$ cat config.mk
export PLATFORM = sky130hd
export DESIGN_NAME = ordered_list_engine_flat
export DESIGN_NICKNAME = d
export VERILOG_FILES = /design/src/rtl/ole_pkg.sv /design/src/rtl/ole_channels.sv /design/src/rtl/ordered_list_engine.sv /design/src/rtl/ole_store.sv /design/src/flat_wrapper.sv
export VERILOG_INCLUDE_DIRS = /design/src /design/src/rtl
export SDC_FILE = /design/constraint.sdc
export NUM_CORES = 1
export LEC_CHECK = 0
export ABC_AREA = 1
export BUFFER_PORTS_ARGS = -buffer_cell sky130_fd_sc_hd__buf_2
export CORE_MARGIN = 1
export CORE_UTILIZATION = 43
export CTS_CLUSTER_DIAMETER = 100
export DETAILED_ROUTE_END_ITERATION = 12
export SYNTH_ARGS = -nofsm -noshare
export SYNTH_HDL_FRONTEND = slang
export SYNTH_SLANG_ARGS = --single-unit
$ cat constraint.sdc
create_clock -name clock -period 12.07 [get_ports clock]
set_clock_uncertainty 0.15 [all_clocks]
set_input_delay 0 -clock clock [delete_from_list [all_inputs] [get_ports clock]]
set_output_delay 0 -clock clock [all_outputs]
set_load 0.01 [all_outputs]
$ cat src/rtl/ordered_list_engine_macros.svh
// Assertion macros for the list engine RTL.
`ifndef ORDERED_LIST_ENGINE_MACROS_SVH
`define ORDERED_LIST_ENGINE_MACROS_SVH

// Checks that the consequent holds in the same cycle as the antecedent.
`define OLE_ASSERT_SAME(label, ante, cons) \
   label: assert property (@(posedge clock) disable iff (reset) (ante) |-> (cons)) \
      else $error("ordered_list_engine check failed");

// Checks that the consequent holds in the cycle after the antecedent.
`define OLE_ASSERT_NEXT(label, ante, cons) \
   label: assert property (@(posedge clock) disable iff (reset) (ante) |=> (cons)) \
      else $error("ordered_list_engine check failed");

`endif

$ cat src/rtl/ole_pkg.sv
package ole_pkg;

   localparam int CAPACITY = 16;
   localparam int ADDR_W   = $clog2(CAPACITY);
   localparam int CNT_W    = $clog2(CAPACITY + 1);

   localparam int OPCODE_W = 3;
   localparam int VALUE_W  = 32;
   localparam int POS_W    = 7;
   localparam int STATUS_W = 3;

   typedef enum logic [OPCODE_W-1:0] {
      OP_PUSH_FRONT   = 3'd0,
      OP_PUSH_BACK    = 3'd1,
      OP_INSERT_POS   = 3'd2,
      OP_DELETE_POS   = 3'd3,
      OP_DELETE_VALUE = 3'd4,
      OP_DUMP         = 3'd5
   } opcode_type;

   typedef enum logic [STATUS_W-1:0] {
      ST_OK       = 3'd0,
      ST_BADPOS   = 3'd1,
      ST_EMPTY    = 3'd2,
      ST_NOTFOUND = 3'd3,
      ST_FULL     = 3'd4
   } status_type;

   typedef enum logic [2:0] {
      S_IDLE,
      S_SHIFT_UP,
      S_SHIFT_DOWN,
      S_SEARCH,
      S_DUMP
   } state_type;

endpackage

$ cat src/rtl/ole_channels.sv
interface ole_req_bus;
   logic                                  valid;
   logic                                  ready;
   logic        [ole_pkg::OPCODE_W-1:0]   opcode;
   logic signed [ole_pkg::VALUE_W-1:0]    item_value;
   logic        [ole_pkg::POS_W-1:0]      position;

   modport source (output valid, opcode, item_value, position, input ready);
   modport sink   (input valid, opcode, item_value, position, output ready);
endinterface

interface ole_rsp_bus;
   logic                                  valid;
   logic                                  ready;
   logic        [ole_pkg::STATUS_W-1:0]   status;
   logic signed [ole_pkg::VALUE_W-1:0]    entry_value;
   logic        [ole_pkg::POS_W-1:0]      entry_index;
   logic                                  last;

   modport source (output valid, status, entry_value, entry_index, last, input ready);
   modport sink   (input valid, status, entry_value, entry_index, last, output ready);
endinterface

$ cat src/rtl/ordered_list_engine.sv
// Push, insert and delete answer after their shift; inserts and deletes move one entry
// per cycle through the single port pair of the entry store.
// Delete by value scans one entry per cycle before the shift.
// A dump emits one beat per cycle once the first entry is read from the store, unless the sink stalls.
// Rejected operations answer in the cycle after acceptance. One item is in work at a time.
// Synchronous reset empties the list and drops any pending beat; stored entries are not cleared.
`include "ordered_list_engine_macros.svh"

module ordered_list_engine (
   input  logic       clock,
   input  logic       reset,
   ole_req_bus.sink   req_if,
   ole_rsp_bus.source rsp_if
);

   localparam int CNT_W = ole_pkg::CNT_W;

   ole_pkg::state_type                  state_ff, state_in;
   logic        [CNT_W-1:0]             idx_ff, idx_in;
   logic        [CNT_W-1:0]             slot_ff, slot_in;
   logic        [CNT_W-1:0]             count_ff, count_in;
   logic signed [ole_pkg::VALUE_W-1:0]  value_ff, value_in;

   logic                                rsp_valid_ff, rsp_valid_in;
   ole_pkg::status_type                 rsp_status_ff, rsp_status_in;
   logic signed [ole_pkg::VALUE_W-1:0]  rsp_value_ff, rsp_value_in;
   logic        [ole_pkg::POS_W-1:0]    rsp_index_ff, rsp_index_in;
   logic                                rsp_last_ff, rsp_last_in;

   logic                                mem_we;
   logic        [ole_pkg::ADDR_W-1:0]   mem_waddr;
   logic signed [ole_pkg::VALUE_W-1:0]  mem_wdata;
   logic        [ole_pkg::ADDR_W-1:0]   mem_raddr;
   logic signed [ole_pkg::VALUE_W-1:0]  mem_rdata;
   logic        [CNT_W-1:0]             raddr_full;

   logic                                out_free;
   logic                                req_ready;
   logic                                accept;
   logic                                is_full;
   logic                                is_empty;
   logic        [ole_pkg::POS_W-1:0]    count_ext;
   logic                                ins_pos_ok;
   logic                                del_pos_ok;
   logic        [CNT_W-1:0]             pos_slot;
   logic        [CNT_W-1:0]             idx_next;
   logic                                respond_now;
   ole_pkg::status_type                 respond_status;

   ole_store u_store (
      .clock      (clock),
      .write_en   (mem_we),
      .write_addr (mem_waddr),
      .write_data (mem_wdata),
      .read_addr  (mem_raddr),
      .read_data  (mem_rdata)
   );

   assign out_free   = !rsp_valid_ff || rsp_if.ready;
   assign req_ready  = (state_ff == ole_pkg::S_IDLE) && out_free;
   assign accept     = req_if.valid && req_ready;
   assign is_full    = (count_ff == CNT_W'(ole_pkg::CAPACITY));
   assign is_empty   = (count_ff == '0);
   assign count_ext  = ole_pkg::POS_W'(count_ff);
   assign ins_pos_ok = (req_if.position != '0) && (req_if.position <= count_ext + 7'd1);
   assign del_pos_ok = (req_if.position != '0) && (req_if.position <= count_ext);
   assign pos_slot   = CNT_W'(req_if.position - 7'd1);
   assign idx_next   = idx_ff + CNT_W'(1);

   always_ff @(posedge clock) begin
      if (reset) begin
         state_ff     <= ole_pkg::S_IDLE;
         count_ff     <= '0;
         rsp_valid_ff <= 1'b0;
      end else begin
         state_ff     <= state_in;
         count_ff     <= count_in;
         rsp_valid_ff <= rsp_valid_in;
      end
   end

   always_ff @(posedge clock) begin
      idx_ff        <= idx_in;
      slot_ff       <= slot_in;
      value_ff      <= value_in;
      rsp_status_ff <= rsp_status_in;
      rsp_value_ff  <= rsp_value_in;
      rsp_index_ff  <= rsp_index_in;
      rsp_last_ff   <= rsp_last_in;
   end

   always_comb begin
      state_in       = state_ff;
      idx_in         = idx_ff;
      slot_in        = slot_ff;
      count_in       = count_ff;
      value_in       = value_ff;
      rsp_valid_in   = rsp_valid_ff && !rsp_if.ready;
      rsp_status_in  = rsp_status_ff;
      rsp_value_in   = rsp_value_ff;
      rsp_index_in   = rsp_index_ff;
      rsp_last_in    = rsp_last_ff;
      mem_we         = 1'b0;
      mem_waddr      = idx_ff[ole_pkg::ADDR_W-1:0];
      mem_wdata      = mem_rdata;
      respond_now    = 1'b0;
      respond_status = ole_pkg::ST_OK;

      unique case (state_ff)
         ole_pkg::S_IDLE: begin
            if (accept) begin
               value_in = req_if.item_value;
               unique case (ole_pkg::opcode_type'(req_if.opcode))
                  ole_pkg::OP_PUSH_FRONT, ole_pkg::OP_PUSH_BACK,
                  ole_pkg::OP_INSERT_POS: begin
                     if (is_full) begin
                        respond_now    = 1'b1;
                        respond_status = ole_pkg::ST_FULL;
                     end else if ((req_if.opcode == ole_pkg::OP_INSERT_POS) && !ins_pos_ok) begin
                        respond_now    = 1'b1;
                        respond_status = ole_pkg::ST_BADPOS;
                     end else begin
                        state_in = ole_pkg::S_SHIFT_UP;
                        idx_in   = count_ff;
                        if (req_if.opcode == ole_pkg::OP_PUSH_FRONT) begin
                           slot_in = '0;
                        end else if (req_if.opcode == ole_pkg::OP_PUSH_BACK) begin
                           slot_in = count_ff;
                        end else begin
                           slot_in = pos_slot;
                        end
                     end
                  end
                  ole_pkg::OP_DELETE_POS: begin
                     if (is_empty) begin
                        respond_now    = 1'b1;
                        respond_status = ole_pkg::ST_EMPTY;
                     end else if (!del_pos_ok) begin
                        respond_now    = 1'b1;
                        respond_status = ole_pkg::ST_BADPOS;
                     end else begin
                        state_in = ole_pkg::S_SHIFT_DOWN;
                        idx_in   = pos_slot;
                     end
                  end
                  ole_pkg::OP_DELETE_VALUE: begin
                     if (is_empty) begin
                        respond_now    = 1'b1;
                        respond_status = ole_pkg::ST_EMPTY;
                     end else begin
                        state_in = ole_pkg::S_SEARCH;
                        idx_in   = '0;
                     end
                  end
                  ole_pkg::OP_DUMP: begin
                     if (is_empty) begin
                        respond_now    = 1'b1;
                        respond_status = ole_pkg::ST_EMPTY;
                     end else begin
                        state_in = ole_pkg::S_DUMP;
                        idx_in   = '0;
                     end
                  end
                  default: begin
                     respond_now = 1'b1;
                  end
               endcase
            end
         end
         ole_pkg::S_SHIFT_UP: begin
            if (idx_ff != slot_ff) begin
               mem_we = 1'b1;
               idx_in = idx_ff - CNT_W'(1);
            end else if (out_free) begin
               mem_we      = 1'b1;
               mem_waddr   = slot_ff[ole_pkg::ADDR_W-1:0];
               mem_wdata   = value_ff;
               count_in    = count_ff + CNT_W'(1);
               respond_now = 1'b1;
               state_in    = ole_pkg::S_IDLE;
            end
         end
         ole_pkg::S_SHIFT_DOWN: begin
            if (idx_next < count_ff) begin
               mem_we = 1'b1;
               idx_in = idx_next;
            end else if (out_free) begin
               count_in    = count_ff - CNT_W'(1);
               respond_now = 1'b1;
               state_in    = ole_pkg::S_IDLE;
            end
         end
         ole_pkg::S_SEARCH: begin
            if (mem_rdata == value_ff) begin
               state_in = ole_pkg::S_SHIFT_DOWN;
            end else if (idx_next == count_ff) begin
               if (out_free) begin
                  respond_now    = 1'b1;
                  respond_status = ole_pkg::ST_NOTFOUND;
                  state_in       = ole_pkg::S_IDLE;
               end
            end else begin
               idx_in = idx_next;
            end
         end
         ole_pkg::S_DUMP: begin
            if (out_free) begin
               rsp_valid_in  = 1'b1;
               rsp_status_in = ole_pkg::ST_OK;
               rsp_value_in  = mem_rdata;
               rsp_index_in  = ole_pkg::POS_W'(idx_next);
               rsp_last_in   = (idx_next == count_ff);
               if (idx_next == count_ff) begin
                  state_in = ole_pkg::S_IDLE;
               end else begin
                  idx_in = idx_next;
               end
            end
         end
         default: begin
            state_in = ole_pkg::S_IDLE;
         end
      endcase

      if (respond_now) begin
         rsp_valid_in  = 1'b1;
         rsp_status_in = respond_status;
         rsp_value_in  = '0;
         rsp_index_in  = '0;
         rsp_last_in   = 1'b1;
      end
   end

   // The store is read at the entry that the next state will need, through its registered read port.
   always_comb begin
      unique case (state_in)
         ole_pkg::S_SHIFT_UP:   raddr_full = idx_in - CNT_W'(1);
         ole_pkg::S_SHIFT_DOWN: raddr_full = idx_in + CNT_W'(1);
         default:               raddr_full = idx_in;
      endcase
   end

   assign mem_raddr = raddr_full[ole_pkg::ADDR_W-1:0];

   assign req_if.ready       = req_ready;
   assign rsp_if.valid       = rsp_valid_ff;
   assign rsp_if.status      = rsp_status_ff;
   assign rsp_if.entry_value = rsp_value_ff;
   assign rsp_if.entry_index = rsp_index_ff;
   assign rsp_if.last        = rsp_last_ff;

   `OLE_ASSERT_SAME(a_count_in_range, 1'b1, count_ff <= CNT_W'(ole_pkg::CAPACITY))
   `OLE_ASSERT_SAME(a_count_moves_with_answer, !$past(reset) && !$stable(count_ff), rsp_valid_ff && rsp_last_ff)
   `OLE_ASSERT_SAME(a_error_beat_is_final, rsp_valid_ff && (rsp_status_ff != ole_pkg::ST_OK), rsp_last_ff && (rsp_index_ff == '0))
   `OLE_ASSERT_SAME(a_write_only_in_shift, mem_we, (state_ff == ole_pkg::S_SHIFT_UP) || (state_ff == ole_pkg::S_SHIFT_DOWN))
   `OLE_ASSERT_NEXT(a_accept_leaves_idle, accept, (state_ff != ole_pkg::S_IDLE) || rsp_valid_ff)

endmodule

$ cat src/rtl/ole_store.sv
module ole_store (
   input  logic                               clock,
   input  logic                               write_en,
   input  logic        [ole_pkg::ADDR_W-1:0]  write_addr,
   input  logic signed [ole_pkg::VALUE_W-1:0] write_data,
   input  logic        [ole_pkg::ADDR_W-1:0]  read_addr,
   output logic signed [ole_pkg::VALUE_W-1:0] read_data
);

   logic signed [ole_pkg::VALUE_W-1:0] mem [ole_pkg::CAPACITY];
   logic signed [ole_pkg::VALUE_W-1:0] read_data_ff;

   always_ff @(posedge clock) begin
      if (write_en) begin
         mem[write_addr] <= write_data;
      end
      read_data_ff <= mem[read_addr];
   end

   assign read_data = read_data_ff;

endmodule

$ cat src/flat_wrapper.sv
// flat-port wrapper written by rule: the top's interface ports become plain ports
module ordered_list_engine_flat 
  (clock, reset, req_if_valid, req_if_opcode, req_if_item_value, req_if_position, req_if_ready, rsp_if_valid, rsp_if_status, rsp_if_entry_value, rsp_if_entry_index, rsp_if_last, rsp_if_ready);
  ole_req_bus req_if_i ();
  ole_rsp_bus rsp_if_i ();
  input  logic clock;
  input  logic reset;
  input wire logic [$bits(req_if_i.valid)-1:0] req_if_valid;
  input wire logic [$bits(req_if_i.opcode)-1:0] req_if_opcode;
  input wire logic [$bits(req_if_i.item_value)-1:0] req_if_item_value;
  input wire logic [$bits(req_if_i.position)-1:0] req_if_position;
  output wire logic [$bits(req_if_i.ready)-1:0] req_if_ready;
  output wire logic [$bits(rsp_if_i.valid)-1:0] rsp_if_valid;
  output wire logic [$bits(rsp_if_i.status)-1:0] rsp_if_status;
  output wire logic [$bits(rsp_if_i.entry_value)-1:0] rsp_if_entry_value;
  output wire logic [$bits(rsp_if_i.entry_index)-1:0] rsp_if_entry_index;
  output wire logic [$bits(rsp_if_i.last)-1:0] rsp_if_last;
  input wire logic [$bits(rsp_if_i.ready)-1:0] rsp_if_ready;
  assign req_if_i.valid = req_if_valid;
  assign req_if_i.opcode = req_if_opcode;
  assign req_if_i.item_value = req_if_item_value;
  assign req_if_i.position = req_if_position;
  assign req_if_ready = req_if_i.ready;
  assign rsp_if_valid = rsp_if_i.valid;
  assign rsp_if_status = rsp_if_i.status;
  assign rsp_if_entry_value = rsp_if_i.entry_value;
  assign rsp_if_entry_index = rsp_if_i.entry_index;
  assign rsp_if_last = rsp_if_i.last;
  assign rsp_if_i.ready = rsp_if_ready;
  ordered_list_engine u_core (.clock(clock), .reset(reset), .req_if(req_if_i), .rsp_if(rsp_if_i));
endmodule
==> flow_metrics.env, run 1 <==
export IMPL_outcome="finished, final reports clean"
export IMPL_insertion_delay_ns=0.62
export IMPL_netlist_instances=2824
export IMPL_required_ns=12.42
export IMPL_via_count=20400
export IMPL_cts_resized=0
export IMPL_async_flop_share=0
export IMPL_synth_top_area_share=0.572
export IMPL_synth_distinct_cells=46
export IMPL_timing_hold_ws_ns=0.103
export IMPL_grt_overflow_total=0
export IMPL_rows=94
export IMPL_yosysSeqAreaShare=0.629
export IMPL_final_max_slew_viol_count=0
export IMPL_clockRootBuffer="clkbuf_16"
export IMPL_cp_end_kind="flop"
export IMPL_drt_first_pass_iters=5
export IMPL_maxCapViolations=0
export IMPL_arrival_ns=6.55
export IMPL_die_area_um2=68600
export IMPL_ys_top_cells_by_area="edfxtp_1 (57%), nand3_1 (9.6%), nand2_1 (7.6%), dfxtp_1 (5.7%), inv_1 (5.6%)"
export IMPL_max_freq_mhz=161
export IMPL_irDropWorstVdd_mv=0.161
export IMPL_worstPathMaxFanout=137
export IMPL_post_route_min_period_ns=6.20
export IMPL_vias_per_cell=5.27
export IMPL_grt_pass1_wl_um=117000
export IMPL_synth_area_leader_cell="edfxtp_1"
export IMPL_drive_gt1_frac=0.0988
export IMPL_core_area_um2=66300
export IMPL_multi_input_area_um2=8270
export IMPL_grt_pass1_vias=19600
export IMPL_place_area_um2=30000
export IMPL_hold_viol=0
export IMPL_grt_usage=0.229
export IMPL_rsz0062_at_grt="false"
export IMPL_leakage_nw=13.6
export IMPL_port_buffers=88
export IMPL_die_h_um=262
export IMPL_synth_area_um2=29000
export IMPL_grt_antenna_before_repair=1
export IMPL_hold_path_class="in -> reg"
export IMPL_ys_seq_elements=636
export IMPL_die_w_um=262
export IMPL_final_setup_viol_count=0
export IMPL_clkSlewWorstSetupHoldPaths_ns=0.06
export IMPL_initial_core_util=0.438
export IMPL_yosys_most_used_dff="edfxtp_1"
export IMPL_startpoint_type="flop"
export IMPL_syn_area_per_cell_um2=10.3
export IMPL_cts_made_buffers=70
export IMPL_drtIter0Drc=1777
export IMPL_seqCellArea_um2=18300
export IMPL_hpwl_um=40600
export IMPL_synth_warnings=0
export IMPL_drc_errors=0
export IMPL_fin_area_um2=33200
export IMPL_n_antenna_cell=0
export IMPL_post_cts_buffers=0
export IMPL_clk_path_buf_depth=3
export IMPL_tightest_slew_ns=1.22
export IMPL_drt_wl_total_um=77800
export IMPL_hold_buffers=83
export IMPL_synth_edff_count=553
export IMPL_fillers=6021
export IMPL_final_antenna_net_count=0
export IMPL_fin_setup_tns_ns=0
export IMPL_post_route_period_util=0.514
export IMPL_max_slew_margin_rel=0.188
export IMPL_ios=91
export IMPL_wire_per_inst_um=20.1
export IMPL_gp_congestion=0.865
export IMPL_htreeDepth=3
export IMPL_power_density_nw_per_um2=234
export IMPL_nNetsFinal=3022
export IMPL_grt_max_degree=138
export IMPL_area_growth_pct=14.4
export IMPL_cts_tree="yes"
export IMPL_cts_sinks=636
export IMPL_critPathKind="reg -> reg"
-- cells in the mapped netlist (13+ instances only) --
cell type,count
clkbuf_1,29
mux2_2,17
inv_1,434
ha_1,26
buf_4,18
o21ai_0,30
nand2_1,585
dfxtp_1,83
xor2_1,13
xnor2_1,31
nor2_1,54
nand3_1,557
buf_6,24
buf_2,77
nor3_1,13
nand3b_1,161
a21oi_1,60
edfxtp_1,553
-- sequential cells by signal (all words and copies together) (netlist names), 3 cells and up --
register and cells:
u_core.state_ff 3, u_core.rsp_if.status 3, u_core.rsp_if.entry_index 5, u_core.u_store.mem 512
u_core.value_ff 32, u_core.count_ff 5, u_core.slot_ff 5, u_core.rsp_if.entry_value 32
u_core.idx_ff 5, u_core.u_store.read_data 32
-- area by class of cell --
type,count,area share
clock inverter,37,0.0143
timing repair buffer,203,0.0455
inverter,445,0.0504
clock buffer,93,0.0584
sequential,636,0.550
multi-input combinational,1592,0.249
tap,864,0.0325
-- report_power, final --
part	switching [mW]	internal [mW]
sequential	0.116	2.82
combinational	1.87	0.734
clock	0.888	1.33
-- kinds of logic after synthesis --
logic type,count (synthesis),synth area share
compound gates,106,0.0195
xor+xnor,44,0.0133
fa+ha+maj,28,0.0126
buf+inv,597,0.0891
flops,636,0.629
mux,17,0.00659
other cells,1,0.000129
simple gates,1395,0.230
-- cell usage in the layout, fill, tap and decap left out, drive strengths merged, types with 2 or more instances in the layout --
cell	count
fa	2
o21ai	31
xor2	13
ha	26
nor3	16
dfxtp	83
o211ai	3
a211oi	3
clkinv	26
a21oi	61
nand4	5
edfxtp	553
conb	2
dlygate4sd3	83
clkinvlp	3
mux2	17
nand2	592
nor2	58
o22ai	2
buf	120
nand3b	161
xnor2	31
nand3	558
inv	444
or2	3
bufinv	9
nor4	2
clkbuf	93
-- critical path: stages, from the launching register on --
cell and delay, ns:
dfxtp_1 0.61, inv_1 0.36, ha_1 0.47, ha_1 0.30, nand2_1 0.04, nor2_1 0.12, nand2_1 0.07, o211ai_1 0.18
nor2_1 0.15, a21oi_1 0.20, nand3_1 0.12, nand2_2 0.15, nand2_2 0.11, inv_2 0.19, nand2_8 0.52, nand2_8 0.66
buf_4 0.87, nand2_1 0.14, nand3_1 0.12, nand3_1 0.09, nand3_1 0.13, nand2_1 0.08
-- per-stage QoR --
stage,setup slack [ns],cells,power [mW],util
2_1_floorplan,6.33,2825,4.86,-
3_3_place_gp,5.97,3657,5.50,0.452
4_1_cts,5.89,3870,7.79,0.501
3_5_place_dp,5.94,3657,5.55,0.452
6_report,5.87,3870,7.76,0.501
5_1_grt,5.31,3870,8.18,0.501
-- final timing paths --
check / from / to / slack [ns] / cells past startpoint
hold / removal: req_if_position[6] / u_core.idx_ff[4] / 0.10 / 9
setup / recovery: u_core.idx_ff[1] / u_core.u_store.read_data[27] / 5.87 / 21
hold reg to reg: u_core.rsp_if.entry_value[20] / u_core.rsp_if.entry_value[20] / 0.31 / 2
setup reg to reg: u_core.idx_ff[1] / u_core.u_store.read_data[27] / 5.87 / 21
-- routing by layer --
| layer | share of wire | up-vias | GRT usage |
|---|---|---|---|
| li1 | - | 9690 | - |
| met1 | 0.44 | 9842 | 0.313 |
| met2 | 0.46 | 731 | 0.369 |
| met3 | 0.073 | 146 | 0.0420 |
| met4 | 0.029 | 0 | 0.0770 |
| met5 | 0 | - | 0 |
Note: power is estimated with default switching activity, not from simulation.
==> run 2: changes to the inputs <==
ABC_AREA = 0   (was 1)
clock period = 6.3 ns   (was 12.07 ns; I/O delays follow)
==> run 2 against run 1 <==
  * Worst setup slack worse by 5.4 ns
  * Critical endpoint is now u_core.u_store.read_data[8]
  * Register-to-register slack worse by 5.4 ns
  * Maximum frequency is 6.0% higher
  * Wire length is 11% lower
  * Critical path type unchanged
  * Die area is 12% lower
==> flow_metrics.env, run 2 <==
export IMPL_cts_tree="yes"
export IMPL_drtIter0Drc=1446
export IMPL_yosysSeqAreaShare=0.716
export IMPL_drt_first_pass_iters=5
export IMPL_cts_sinks=636
export IMPL_p_total_mw=13.9
export IMPL_final_antenna_net_count=0
export IMPL_maxCapViolations=0
export IMPL_holdPathStages=3
export IMPL_grt_overflow_total=0
export IMPL_hp_start="reset"
export IMPL_synth_distinct_cells=73
export IMPL_dr_wl_met3_um=4390
export IMPL_async_flop_share=0
export IMPL_outcome="finished, final reports clean"
export IMPL_fin_area_um2=30200
export IMPL_drc_errors=0
export IMPL_seqCellArea_um2=18300
export IMPL_final_setup_viol_count=0
export IMPL_via_count=16300
export IMPL_insertion_delay_ns=0.61
export IMPL_max_freq_mhz=171
export IMPL_cp_end_kind="flop"
export IMPL_port_buffers=88
export IMPL_synth_warnings=0
export IMPL_rsz0062_at_grt="false"
export IMPL_crit_path_cell_trace="ha_1 > nand3_1 > xnor2_1 > ha_1 > and3_1 > o21ai_0 > nand3_1 > nand3_1 > a221oi_2 > o21a_1 > inv_1 > fa_1 > nand2_1 > a2bb2oi_4 > buf_12 > o22ai_1 > nor3_1 > a221oi_1 > a22oi_1"
export IMPL_netlist_instances=1796
export IMPL_post_place_cells=2608
export IMPL_hpwl_um=40200
export IMPL_post_route_period_util=0.929
export IMPL_most_common_layout_cells="edfxtp_1 (553), nor3_1 (139), nor2b_1 (135)"
export IMPL_synthTopCellsByCount="edfxtp_1 (553), nor3_1 (140), nor2b_1 (135)"
export IMPL_finalNonFillerCells=2816
export IMPL_area_growth_pct=18.5
export IMPL_grt_max_degree=91
export IMPL_drt_wl_total_um=69100
export IMPL_synth_most_common_cell="edfxtp_1"
export IMPL_synth_area_leader_cell="edfxtp_1"
export IMPL_topRoutingLayerUsed="met4"
export IMPL_core_area_um2=58100
export IMPL_tightest_slew_ns=1.02
export IMPL_fillers=4877
export IMPL_cts_made_buffers=67
export IMPL_critPathTopFamily="compound AO/OA/AOI/OAI gates"
export IMPL_place_area_um2=27200
export IMPL_timing_hold_ws_ns=0.143
export IMPL_leakage_nw=9.88
export IMPL_largest_register_ffs=512
export IMPL_layout_commonest_cell="edfxtp_1"
export IMPL_max_slew_margin_rel=0.314
export IMPL_post_cts_buffers=0
export IMPL_synth_edff_count=553
export IMPL_hold_path_class="in -> reg"
export IMPL_fin_ws_ns=0.447
export IMPL_max_flop_register="u_core.u_store.mem"
export IMPL_rrSetupSlack_ns=0.45
export IMPL_ys_top_cells_by_area="edfxtp_1 (65%), dfxtp_1 (6.5%), nor2b_1 (3.3%), o22ai_1 (3.2%), nor3_1 (2.7%)"
export IMPL_n_antenna_cell=0
export IMPL_rows=88
export IMPL_syn_area_per_cell_um2=14.2
export IMPL_multi_input_area_um2=6930
export IMPL_r2r_start="u_core.idx_ff[0]"
export IMPL_wire_per_inst_um=24.5
export IMPL_worstPathMaxFanout=90
export IMPL_ys_seq_elements=636
export IMPL_grt_pass1_vias=16200
export IMPL_htreeDepth=3
export IMPL_utilization=0.520
export IMPL_initial_core_util=0.439
export IMPL_irDropWorstVdd_mv=0.378
export IMPL_synth_area_um2=25500
export IMPL_die_area_um2=60300
export IMPL_wl_met1_um=30600
export IMPL_hold_viol=0
export IMPL_gp_congestion=0.909
export IMPL_cpPeakStageDelay_ns=0.68
export IMPL_grt_usage=0.232
export IMPL_nNetsFinal=2072
export IMPL_wl_met2_um=32000
export IMPL_arrival_ns=6.19
export IMPL_ios=91
export IMPL_required_ns=6.64
export IMPL_power_density_nw_per_um2=459
export IMPL_clockRootBuffer="clkbuf_16"
export IMPL_clkSlewWorstSetupHoldPaths_ns=0.06
export IMPL_critPathKind="reg -> reg"
export IMPL_clk_path_buf_depth=3
export IMPL_worstRegToRegCells=19
export IMPL_grt_pass1_wl_um=103000
export IMPL_crit_top_cell="nand3_1"
export IMPL_vias_per_cell=5.80
export IMPL_final_max_slew_viol_count=0
export IMPL_critPathSlowestCell="dfxtp_1"
export IMPL_drive_gt1_frac=0.157
export IMPL_reg2reg_to="u_core.u_store.read_data[8]"
export IMPL_pre_cts_ws_ns=0.512
export IMPL_worstHoldEndpoint="u_core.count_ff[1]"
export IMPL_synth_top_area_share=0.651
export IMPL_path_buf_inv=2
export IMPL_post_route_min_period_ns=5.85
export IMPL_startpoint_type="flop"
export IMPL_die_w_um=246
export IMPL_fin_setup_tns_ns=0
export IMPL_yosys_most_used_dff="edfxtp_1"
export IMPL_die_h_um=246
export IMPL_grt_antenna_before_repair=0
-- run 2: worst max-delay path by stage --
| stage | startpoint | end | slack, ns | depth (start not counted) |
|---|---|---|---|---|
| 2_1_floorplan | u_core.rsp_if.valid | u_core.u_store.read_data[15] | 1.59 | 17 |
| 3_3_place_gp | u_core.idx_ff[0] | u_core.u_store.read_data[17] | 0.60 | 19 |
| 3_5_place_dp | u_core.idx_ff[0] | u_core.u_store.read_data[17] | 0.51 | 19 |
| 4_1_cts | u_core.idx_ff[0] | u_core.u_store.read_data[8] | 0.46 | 19 |
| 5_1_grt | u_core.idx_ff[0] | u_core.u_store.read_data[22] | 0.12 | 18 |
| 6_report | u_core.idx_ff[0] | u_core.u_store.read_data[8] | 0.45 | 19 |
-- run 2: layout make-up --
class                   instances  share of cell area
flip-flops and latches        636               0.604
clock buffers                  96              0.0631
inverters                      19             0.00236
multi-input cells            1043               0.229
clock inverters                26             0.00774
well taps                     765              0.0317
repair buffers                231              0.0617
-- run 2: routing by layer --
metal / vias up / track usage
met3: 100 / 0.0383
met4: 0 / 0.0857
met5: - / 0
met1: 8291 / 0.322
li1: 7381 / -
met2: 574 / 0.368
-- run 2: cell families (layout without fill, tap and decap cells) --
kind of cell | Yosys count | after routing | share of synthesized area
other cells | 1 | 2 | 0.000147
buf+inv | 118 | 372 | 0.0213
fa+ha+maj | 28 | 28 | 0.0143
simple gates | 505 | 505 | 0.104
mux | 36 | 36 | 0.0160
xor+xnor | 54 | 54 | 0.0199
compound gates | 418 | 418 | 0.108
flops | 636 | 636 | 0.716
-- run 2: worst register-to-register path: stages (launching register included) --
cell	delay [ns]
dfxtp_1	0.68
ha_1	0.33
nand3_1	0.11
xnor2_1	0.19
ha_1	0.31
and3_1	0.19
o21ai_0	0.16
nand3_1	0.25
nand3_1	0.28
a221oi_2	0.39
o21a_1	0.26
inv_1	0.15
fa_1	0.59
nand2_1	0.16
a2bb2oi_4	0.21
buf_12	0.42
o22ai_1	0.23
nor3_1	0.30
a221oi_1	0.15
a22oi_1	0.24
-- run 2: report_power, final --
| group | internal, mW | total (mW) | switching, mW |
|---|---|---|---|
| clock | 2.24 | 3.86 | 1.61 |
| sequential | 5.28 | 5.49 | 0.204 |
| combinational | 1.68 | 4.53 | 2.85 |
-- run 2: repair_timing --
action                    4_1_cts  5_1_grt
resized for setup               0        0
hold buffers                   86        0
hold endpoints to repair       65        0
==> run 3: changes to the inputs <==
clock period = 5.7 ns   (was 6.3 ns; I/O delays follow)
==> run 3 against run 2 <==
  * Combinational power up 13%
  * Cell count increased by 0.78%
  * Highest routed layer unchanged
  * Non-clock buffer count rose by 17
  * Largest power group unchanged
  * Clock power increased by 11%
  * Final area rose by 0.97%
  * Critical path depth shrank 3
  * Largest cell class unchanged
  * Wire length rose by 1.7%
  * Core utilization up 0.50 points
==> flow_metrics.env, run 3 (synthesized netlist as in run 2, its figures left out) <==
export IMPL_final_setup_viol_count=0
export IMPL_ios=91
export IMPL_required_ns=6.08
export IMPL_die_h_um=246
export IMPL_tightest_slew_ns=0.849
export IMPL_max_slew_margin_rel=0.432
export IMPL_hold_path_class="in -> reg"
export IMPL_rrSetupSlack_ns=0.27
export IMPL_worstPathMaxFanout=33
export IMPL_core_area_um2=58100
export IMPL_crit_top_cell="buf_4"
export IMPL_insertion_delay_ns=0.61
export IMPL_vias_per_cell=5.77
export IMPL_outcome="finished, final reports clean"
export IMPL_n_antenna_cell=0
export IMPL_cp_end_kind="flop"
export IMPL_arrival_ns=5.81
export IMPL_gp_congestion=0.902
export IMPL_rows=88
export IMPL_grt_pass1_vias=16000
export IMPL_grt_max_degree=65
export IMPL_drc_errors=0
export IMPL_pre_cts_ws_ns=0.304
export IMPL_place_area_um2=27500
export IMPL_grt_pass1_wl_um=103000
export IMPL_drive_gt1_frac=0.169
export IMPL_path_buf_inv=3
export IMPL_critPathSlowestCell="fa_1"
export IMPL_fin_ws_ns=0.272
export IMPL_cts_tree="yes"
export IMPL_hpwl_um=40800
export IMPL_startpoint_type="flop"
export IMPL_initial_core_util=0.439
export IMPL_critPathTopFamily="simple AND/OR/NAND/NOR gates"
export IMPL_drtIter0Drc=1539
export IMPL_irDropWorstVdd_mv=0.321
export IMPL_rsz0062_at_grt="false"
export IMPL_wire_per_inst_um=24.8
export IMPL_final_max_slew_viol_count=0
export IMPL_area_growth_pct=19.6
export IMPL_power_density_nw_per_um2=507
export IMPL_p_total_mw=15.5
export IMPL_cpPeakStageDelay_ns=0.71
export IMPL_port_buffers=88
export IMPL_die_area_um2=60300
export IMPL_die_w_um=246
export IMPL_max_flop_register="u_core.u_store.mem"
export IMPL_htreeDepth=3
export IMPL_layout_commonest_cell="edfxtp_1"
export IMPL_utilization=0.525
export IMPL_max_freq_mhz=184
export IMPL_drt_first_pass_iters=5
export IMPL_largest_register_ffs=512
export IMPL_crit_path_cell_trace="xnor2_1 > nand4_1 > nor4_1 > buf_4 > a211o_1 > nand3_1 > buf_4 > nor4_4 > nor2_4 > fa_1 > a2bb2oi_4 > buf_12 > o22ai_1 > nor3_1 > a221oi_1 > a22oi_1"
export IMPL_clkSlewWorstSetupHoldPaths_ns=0.06
export IMPL_via_count=16400
export IMPL_post_route_min_period_ns=5.43
export IMPL_fin_area_um2=30500
export IMPL_hold_viol=0
export IMPL_maxCapViolations=0
export IMPL_final_antenna_net_count=0
export IMPL_grt_usage=0.234
export IMPL_clk_path_buf_depth=3
export IMPL_critPathKind="reg -> reg"
export IMPL_cts_sinks=636
export IMPL_nNetsFinal=2091
export IMPL_clockRootBuffer="clkbuf_16"
export IMPL_grt_antenna_before_repair=1
export IMPL_leakage_nw=10.0
export IMPL_drt_wl_total_um=70300
export IMPL_fillers=4839
export IMPL_most_common_layout_cells="edfxtp_1 (553), nor3_1 (139), nor2b_1 (135)"
export IMPL_post_route_period_util=0.952
export IMPL_grt_overflow_total=0
export IMPL_fin_setup_tns_ns=0
export IMPL_cts_made_buffers=69
-- run 3: worst paths after layout --
check,from,endpoint,cells after the start
setup / recovery,u_core.value_ff[17],u_core.u_store.read_data[16],16
hold / removal,req_if_item_value[1],u_core.value_ff[1],2
setup reg to reg,u_core.value_ff[17],u_core.u_store.read_data[16],16
hold reg to reg,u_core.rsp_if.entry_index[1],u_core.rsp_if.entry_index[1],2
-- run 3: repair_timing --
| item | CTS | global route |
|---|---|---|
| setup endpoints to repair | 0 | 32 |
| hold endpoints to repair | 64 | 0 |
| buffers inserted | 0 | 1 |
| hold buffers | 81 | 0 |
| resized for setup | 0 | 3 |
-- run 3: power by group --
| part | switching (mW) | total (mW) | internal (mW) | leakage, nW |
|---|---|---|---|---|
| clock network | 1.83 | 4.29 | 2.45 | 1.06 |
| registers | 0.208 | 6.05 | 5.84 | 5.64 |
| logic | 3.17 | 5.14 | 1.96 | 3.33 |
| total | 5.22 | 15.5 | 10.3 | 10.0 |
-- run 3: layer usage --
layer / vias to the layer above / part of all wire / GRT usage
met4: 0 / 0.035 / 0.0934
met3: 139 / 0.065 / 0.0397
li1: 7422 / - / -
met2: 599 / 0.46 / 0.366
met1: 8217 / 0.44 / 0.324
met5: - / 0 / 0
-- run 3: area by class of cell --
type,count,area [um^2],share of cell area
clock buffer,99,1950,0.0639
clock inverter,28,223,0.00729
inverter,19,71.3,0.00234
multi-input combinational,1043,6940,0.227
sequential,636,18300,0.598
tap,765,957,0.0313
timing repair buffer,248,2120,0.0694
-- run 3: metrics by stage --
stage                     hold WS (ns)  instances
final                           0.0477       2838
after global routing            0.0248       2838
after CTS                       0.0145       2837
after detailed placement        0.0296       2629
after global placement          0.0274       2629
after floorplan                -0.0511       1797
-- run 3: worst register-to-register path, delay by kind of cell, from the launching register on --
family / cells / cell delay (ns)
AO/OA/AOI/OAI: 5 / 1.10
XOR/XNOR: 1 / 0.55
adder cells (fa/ha/maj): 1 / 0.71
buffers and inverters: 3 / 0.67
flip-flops: 1 / 0.41
AND/OR/NAND/NOR: 6 / 1.76
